`src/rhhi_pkg.sv`:
```
// ----------------------------------------------------------------------------
// rhhi_pkg
// shared widths, codes and types for the robin hood insert unit
// ----------------------------------------------------------------------------
`default_nettype none

package rhhi_pkg;

  localparam int unsigned MaxSlots = 1024;
  localparam int unsigned SlotW    = $clog2(MaxSlots);
  localparam int unsigned CntW     = SlotW + 1;
  localparam int unsigned KeyW     = 40;
  localparam int unsigned PayW     = 32;
  localparam int unsigned DistW    = SlotW;
  localparam int unsigned CfgW     = 11;
  localparam int unsigned LenW     = $clog2(KeyW + 1);

  localparam logic [1:0] StOk       = 2'd0;
  localparam logic [1:0] StZeroKey  = 2'd1;
  localparam logic [1:0] StFull     = 2'd2;
  localparam logic [1:0] StRange    = 2'd3;

  localparam logic [1:0] RegSlots   = 2'd0;
  localparam logic [1:0] RegPrime   = 2'd1;

  localparam logic CmdInsert = 1'b0;
  localparam logic CmdRead   = 1'b1;

  typedef struct packed {
    logic [KeyW-1:0]  key;
    logic [PayW-1:0]  pay;
    logic [DistW-1:0] pdist;
  } entry_t;

  typedef struct packed {
    logic             start;
    logic [KeyW-1:0]  dividend;
    logic [CfgW-1:0]  divisor;
    logic [LenW-1:0]  len;
  } mod_req_t;

endpackage

`default_nettype wire

```
`src/rhhi_mod_unit.sv`:
```
// ----------------------------------------------------------------------------
// rhhi_mod_unit
// bit-serial remainder unit, one dividend bit per cycle, msb first
// ----------------------------------------------------------------------------
`default_nettype none

module rhhi_mod_unit (
  input  wire                          clk_i,
  input  wire                          rst_ni,
  input  rhhi_pkg::mod_req_t           req_i,
  output logic                         done_o,
  output logic [rhhi_pkg::CfgW-1:0]    rem_o
);

  logic [rhhi_pkg::CfgW-1:0] rem_q, rem_d;
  logic [rhhi_pkg::KeyW-1:0] dvd_q, dvd_d;
  logic [rhhi_pkg::CfgW-1:0] div_q, div_d;
  logic [rhhi_pkg::LenW-1:0] cnt_q, cnt_d;
  logic                      busy_q, busy_d;
  logic                      done_q, done_d;
  logic [rhhi_pkg::CfgW:0]   trial;
  logic [rhhi_pkg::CfgW:0]   diff;

  assign trial = {rem_q, dvd_q[rhhi_pkg::KeyW-1]};
  assign diff  = trial - {1'b0, div_q};

  always_comb begin
    rem_d  = rem_q;
    dvd_d  = dvd_q;
    div_d  = div_q;
    cnt_d  = cnt_q;
    busy_d = busy_q;
    done_d = 1'b0;
    if (req_i.start) begin
      rem_d  = '0;
      dvd_d  = req_i.dividend;
      div_d  = req_i.divisor;
      cnt_d  = req_i.len;
      busy_d = 1'b1;
    end else if (busy_q) begin
      // restoring step, remainder stays below the divisor
      if (trial >= {1'b0, div_q}) begin
        rem_d = diff[rhhi_pkg::CfgW-1:0];
      end else begin
        rem_d = trial[rhhi_pkg::CfgW-1:0];
      end
      dvd_d = {dvd_q[rhhi_pkg::KeyW-2:0], 1'b0};
      cnt_d = cnt_q - 1'b1;
      if (cnt_q == rhhi_pkg::LenW'(1)) begin
        busy_d = 1'b0;
        done_d = 1'b1;
      end
    end
  end

  always_ff @(posedge clk_i or negedge rst_ni) begin
    if (!rst_ni) begin
      busy_q <= 1'b0;
      done_q <= 1'b0;
      cnt_q  <= '0;
    end else begin
      busy_q <= busy_d;
      done_q <= done_d;
      cnt_q  <= cnt_d;
    end
  end

  always_ff @(posedge clk_i) begin
    rem_q <= rem_d;
    dvd_q <= dvd_d;
    div_q <= div_d;
  end

  assign done_o = done_q;
  assign rem_o  = rem_q;

  a_done_after_busy: assert property (@(posedge clk_i) disable iff (!rst_ni)
    done_q |-> !busy_q && $past(busy_q))
    else $error("remainder done without a running division");

  a_len_nonzero: assert property (@(posedge clk_i) disable iff (!rst_ni)
    req_i.start |-> req_i.len != '0 && req_i.divisor != '0)
    else $error("division started with zero length or zero divisor");

  a_rem_below_div: assert property (@(posedge clk_i) disable iff (!rst_ni)
    done_q |-> rem_q < div_q)
    else $error("remainder not below divisor");

endmodule

`default_nettype wire

```
`config.mk`:
```
export PLATFORM = sky130hd
export DESIGN_NAME = rhhi_mod_unit
export DESIGN_NICKNAME = d
export VERILOG_FILES = /design/src/rhhi_pkg.sv /design/src/rhhi_mod_unit.sv
export SDC_FILE = /design/constraint.sdc
export NUM_CORES = 1
export LEC_CHECK = 0
export CAP_MARGIN = 0
export CORE_UTILIZATION = 71
export CTS_BUF_LIST = sky130_fd_sc_hd__clkbuf_2 sky130_fd_sc_hd__clkbuf_4 sky130_fd_sc_hd__clkbuf_8
export CTS_CLUSTER_SIZE = 25
export DETAILED_ROUTE_END_ITERATION = 10
export DONT_BUFFER_PORTS = 1
export PLACE_DENSITY = 0.91
export SLEW_MARGIN = 20
export SYNTH_ARGS = -nofsm -noshare
export SYNTH_HDL_FRONTEND = slang
export SYNTH_SLANG_ARGS = --single-unit
```
`constraint.sdc`:
```
create_clock -name clk_i -period 3.3 [get_ports clk_i]
set_input_delay 0.495 -clock clk_i [delete_from_list [all_inputs] [get_ports clk_i]]
set_output_delay 0.495 -clock clk_i [all_outputs]
set_load 0.01 [all_outputs]
```
# After elaboration in Yosys (flattened, before gate mapping)
# Index checks and enable logic that the tools add are counted.
[totals]
register_bits = 70
out_inout_bits = 12
elab_cells = 22
input_bits = 60
[classes]
order_cmp = 1
n_addsub = 2
eq_ne = 1
mux = 11
reduce_logical = 1
[op_table]
columns = ["operator", "n"]
rows = [
  ["$mux W40", 2],
  ["$ge A12 B11 Y1", 1],
  ["$mux W6", 2],
  ["$mux W11", 1],
  ["$sub A11 B11 Y11", 1],
  ["$eq A6 B1 Y1 const B", 1],
  ["$mux W1", 6],
  ["$sub A6 B1 Y6 const B", 1],
  ["$reduce_bool A2 Y1", 1],
]

# Logic depth before layout (Yosys ltp)
[depth]
depth_word = 4
depth_mapped = 9
ltp_nobuf = 8

# Least setup slack after synthesis
# Ideal clock, no wire load.
[synth_path]
path_type = "register -> register"
from = "register dvd_q[39] (netlist bit)"
to = "register rem_q, in the netlist rem_o[1]"
stages_incl_launch_ff = 9
arrival_ns = 2.059
slack_ns = 1.125
path_buffers = 0
path_cell_list = "edfxtp_1 inv_1 ha_1 fa_1 nand2b_1 a21oi_1 o2111a_1 o21ai_0 a31o_2"
[synth_between]
elab_chain_cells = 2
word_cells_on_any_way = 3
cone_classes = "1 x add/sub; 1 x order compare; 1 x mux"
[synth_rtl]
columns = ["element", "line", "rtl"]
rows = [
  ["start: declaration", "rhhi_mod_unit.sv:16", "logic [rhhi_pkg::KeyW-1:0] dvd_q, dvd_d;"],
  ["start signal: assignment", "rhhi_mod_unit.sv:70", "dvd_q <= dvd_d;"],
  ["$sub A11 B11 Y11 / $ge A12 B11 Y1 (equally long branches)", "rhhi_mod_unit.sv:25, rhhi_mod_unit.sv:42", ""],
  ["$mux W11 *", "rhhi_mod_unit.sv:42", "if (trial >= {1'b0, div_q}) begin"],
  ["end signal: assignment", "rhhi_mod_unit.sv:69", "rem_q <= rem_d;"],
  ["end: declaration", "rhhi_mod_unit.sv:15", "logic [rhhi_pkg::CfgW-1:0] rem_q, rem_d;"],
]
# Every way passes the cells marked *; elsewhere a longest branch is shown, timed or not.
# A chain may end at the register's enable or synchronous reset.

# Final worst setup path
[layout_path]
from = "register dvd_q[39] (netlist bit)"
to = "register rem_q, in the netlist rem_o[0]"
# The elaborated chain is that of the path after synthesis.

==> out/summary.json <==
{
  "yosys": {
    "synth_cell_type_count": 48,
    "yosysSeqAreaShare_pct": 53.7,
    "share_of_yosys_cell_area_claimed_by_the_top_area_cell_type_pct": 42.1,
    "summed_instance_area_of_the_synthesized_netlist_sq_um": 3630,
    "synth-async-reset-ratio_pct": 11.4,
    "count_of_flip_flops_with_a_built_in_enable_after_synthesis": 51,
    "synth_simple_gate_area_share_pct": 11.4,
    "ys.warnings.count": 0,
    "yosys.area_share.adder_pct": 5.03,
    "synth_compound_gate_area_share_pct": 11.6,
    "synthesis.area_per_instance_sq_um": 11.8,
    "most_frequently_used_flop_master_after_synthesis": "edfxtp_1",
    "postSynthRegisterBits": 70,
    "synth.area.mux_share_pct": 12.9,
    "synthesis.instances": 309,
    "ys_top_cells_by_area": "edfxtp_1 42%, mux2_2 12%, dfxtp_1 6.1%",
    "synthDominantAreaCellType": "edfxtp_1",
    "largest_family_of_logic_cells_by_synthesized_area": "multiplexers",
    "yosys.area_share.xor_xnor_pct": 1.69,
    "postSynthNetCount": 383
  },
  "layout": {
    "multiInputGateArea_sq_um": 1550,
    "non_filler_cells_final": 382,
    "n_antenna_cell": 0,
    "ff_latch_area_sq_um": 1950,
    "layout-drive-gt1-share_pct": 19.7,
    "nets": 384,
    "final.fill_count": 314,
    "area.growth.synth_to_final_pct": 6.13
  },
  "die": {
    "floorplan.die_area_sq_um": 5410,
    "top_level_ports": 72,
    "die_height_um": 73.6,
    "fp_rows": 25,
    "core-area_sq_um": 4820,
    "initial_utilization_pct": 75.5,
    "die_width_um": 73.6
  },
  "timing": {
    "finalSetupTns_ns": 0,
    "final.min_clock_period_ns": 2.74,
    "worst_clock_skew_ns": 0.00676,
    "setup_violating_endpoint_count_in_the_final_report": 0,
    "final_max_slew_viol_count": 0,
    "timing_hold_violations_final": 0,
    "post-route-period-util_pct": 82.9,
    "fmax_mhz": 365,
    "timing.slew.headroom_pct": 38.2,
    "worst_slew_pin_slew_ns": 0.927,
    "rsz_0062_raised_after_global_routing": "false"
  },
  "drt": {
    "routed_wl_um": 6880,
    "drt_first_iter_violations": 258,
    "detail_route.drc_violations": 0,
    "detail_route.wl_per_cell_um": 18.0,
    "routed_via_count": 2362,
    "detailedRoute.firstPassIterationCount": 4,
    "ant_nets": 0,
    "vias_per_cell": 6.18
  },
  "grt": {
    "globalRouteOverflowTotal": 0,
    "grt_max_degree": 80,
    "first_global_vias": 2385,
    "grt_first_pass_wirelength_um": 11300,
    "antenna_found_initial": 0,
    "global_router_s_overall_resource_usage_pct": 28.6
  },
  "clocking": {
    "clk_lat_worst_skew_ns": 0.35,
    "clk_pin_slew_ns": 0.08,
    "cts_sinks": 70,
    "tritoncts.num_buffers": 9,
    "h-tree-depth": 3,
    "postCtsResizedCells": 0,
    "cts_setup_buffers": 0,
    "clock_path_buffers": 2,
    "cts_tree": "built",
    "cts_root_buffer": "clkbuf_8"
  },
  "place": {
    "globalplace.congestion": 0.857,
    "dpl.cell_count": 365,
    "dp_hpwl_um": 4600,
    "io_buffer_count": 0
  },
  "run": {
    "cap_violations": 0
  },
  "worst_setup_path": {
    "cp.arrival_ns": 2.99,
    "critical_path_peak_fanout": 11,
    "slowest_stage": "o2111ai_1",
    "crit_path_max_incr_delay_ns": 0.53,
    "setup.worst_path.end_class": "register",
    "sort_of_element_at_the_start_of_the_critical_path": "register",
    "critPathRequiredTime_ns": 3.56,
    "critical_path_class": "register to register",
    "cp_cell_sequence": "inv_1 -> ha_1 -> fa_1 -> nand2b_1 -> a21oi_1 -> o2111ai_1 -> a21o_1 -> a311oi_2"
  },
  "power": {
    "static-leakage-power_nw": 1.53,
    "worst_ir_drop_vdd_v": 0.000473,
    "p_total_mw": 2.75,
    "cell_pwr_density_nw_per_um2": 712
  },
  "min_path": {
    "min_path_type": "primary input to register"
  },
  "outcome": {
    "status": "finished, final reports clean"
  }
}
[cells in the final DEF (no fill, tap or decap), types with 2 or more instances in the layout]
master      Yosys  final
nor2b_1         3      3
ha_1           13     13
nand2_1        20     20
a21o_1          5      5
a211o_1         3      3
or3_1           2      2
nor4_1          3      3
o211ai_1        2      2
o31ai_1         2      2
nor2_1         21     21
nand3_1         7      7
and4_1          2      2
clkinvlp_4      0      2
inv_1          21     21
o21ai_0        19     19
nor3b_1         6      6
dfxtp_1        11     11
xor2_1          2      2
and3_1          3      3
a31oi_1         4      4
xnor2_1         5      5
nor3_1          3      3
clkinv_4        0      2
clkbuf_8        0      9
dfrtp_1         8      8
mux2i_1         2      2
nand2b_1        7      7
a311oi_1        5      5
mux2_2         40     40
a21oi_1        11     11
edfxtp_1       51     51
[cell families (layout without fill, tap and decap cells)]
| kind of cell | after synthesis | in the layout |
|---|---|---|
| DFF | 70 | 70 |
| adders and majority gates | 14 | 14 |
| muxes | 42 | 42 |
| AOI/OAI and AO/OA | 62 | 62 |
| xor gates and xnor gates | 7 | 7 |
| buffers and inverters | 33 | 39 |
| and+or+nand+nor | 81 | 81 |
[critical path, delay by kind of cell (launching register included)]
kind	cells	cell delay [ns]
AO/OA/AOI/OAI	4	1.43
adder cells (fa/ha/maj)	2	0.63
buffers and inverters	1	0.05
flip-flops	1	0.36
AND/OR/NAND/NOR	1	0.18
[final cells by class]
type | instances | area share (%)
Multi-Input combinational cell | 206 | 40.1
Inverter | 21 | 2.04
Clock inverter | 6 | 1.20
Timing Repair Buffer | 2 | 0.454
Sequential cell | 70 | 50.6
Clock buffer | 10 | 3.41
Tap cell | 67 | 2.17
[power by group]
part / total, mW / internal, mW / switching [mW]
Sequential: 1.25 / 1.11 / 0.147
Clock: 0.615 / 0.284 / 0.331
Combinational: 0.880 / 0.401 / 0.478
[final timing paths]
kind	from	endpoint	slack [ns]	cells past startpoint
worst max-delay path	dvd_q[39]$_DFFE_PP_	rem_o[0]$_SDFFE_PP0P_	0.56	8
worst min-delay path	req_i[10]	div_q[4]$_DFFE_PP_	0.24	0
worst max register to register	dvd_q[39]$_DFFE_PP_	rem_o[0]$_SDFFE_PP0P_	0.56	8
worst min register to register	dvd_q[22]$_DFFE_PP_	dvd_q[23]$_DFFE_PP_	0.55	1
max in group asynchronous	rst_ni	cnt_q[3]$_DFFE_PN0P_	2.55	1
min in group asynchronous	rst_ni	cnt_q[0]$_DFFE_PN0P_	0.49	1
[registers in the layout (all words and copies together) (netlist names)]
register	cells
busy_q	1
cnt_q	6
div_q	11
done_o	1
dvd_q	40
rem_o	11
[layer usage]
layer  wire length (um)  up-vias  part of all wire (%)  track usage [%]
met3                498       13                   7.2             12.1
met5                  0        -                     0                0
met2               3420       79                    50             46.5
met4                123        0                   1.8             10.3
li1                   -     1144                     -                -
met1               2840     1126                    41             34.3
[per-stage QoR]
step	hold WS (ns)	utilization (%)	worst slack, ns	cell area, sq um
4_1_cts	0.202	80.1	0.646	3860
5_1_grt	0.213	80.1	0.406	3860
3_5_place_dp	0.200	76.2	0.657	3670
2_1_floorplan	0.199	-	1.13	3630
6_report	0.238	80.1	0.563	3860
3_3_place_gp	0.200	76.2	0.791	3670
[synth_stat cells, types with 2 or more instances]
cell type	number
a211o_1	3
a21o_1	5
a21oi_1	11
a311oi_1	5
a31oi_1	4
and3_1	3
and4_1	2
buf_1	4
clkbuf_1	6
dfrtp_1	8
dfxtp_1	11
edfxtp_1	51
ha_1	13
inv_1	21
mux2_2	40
mux2i_1	2
nand2_1	20
nand2b_1	7
nand3_1	7
nor2_1	21
nor2b_1	3
nor3_1	3
nor3b_1	6
nor4_1	3
o211ai_1	2
o21ai_0	19
o31ai_1	2
or3_1	2
xnor2_1	5
xor2_1	2
[what timing repair did]
action / 4_1_cts / 5_1_grt
endpoints found under the hold margin: 8 / 0
endpoints found under the setup margin: 0 / 0
hold buffers: 1 / 0
(Power assumes the default switching activity.)
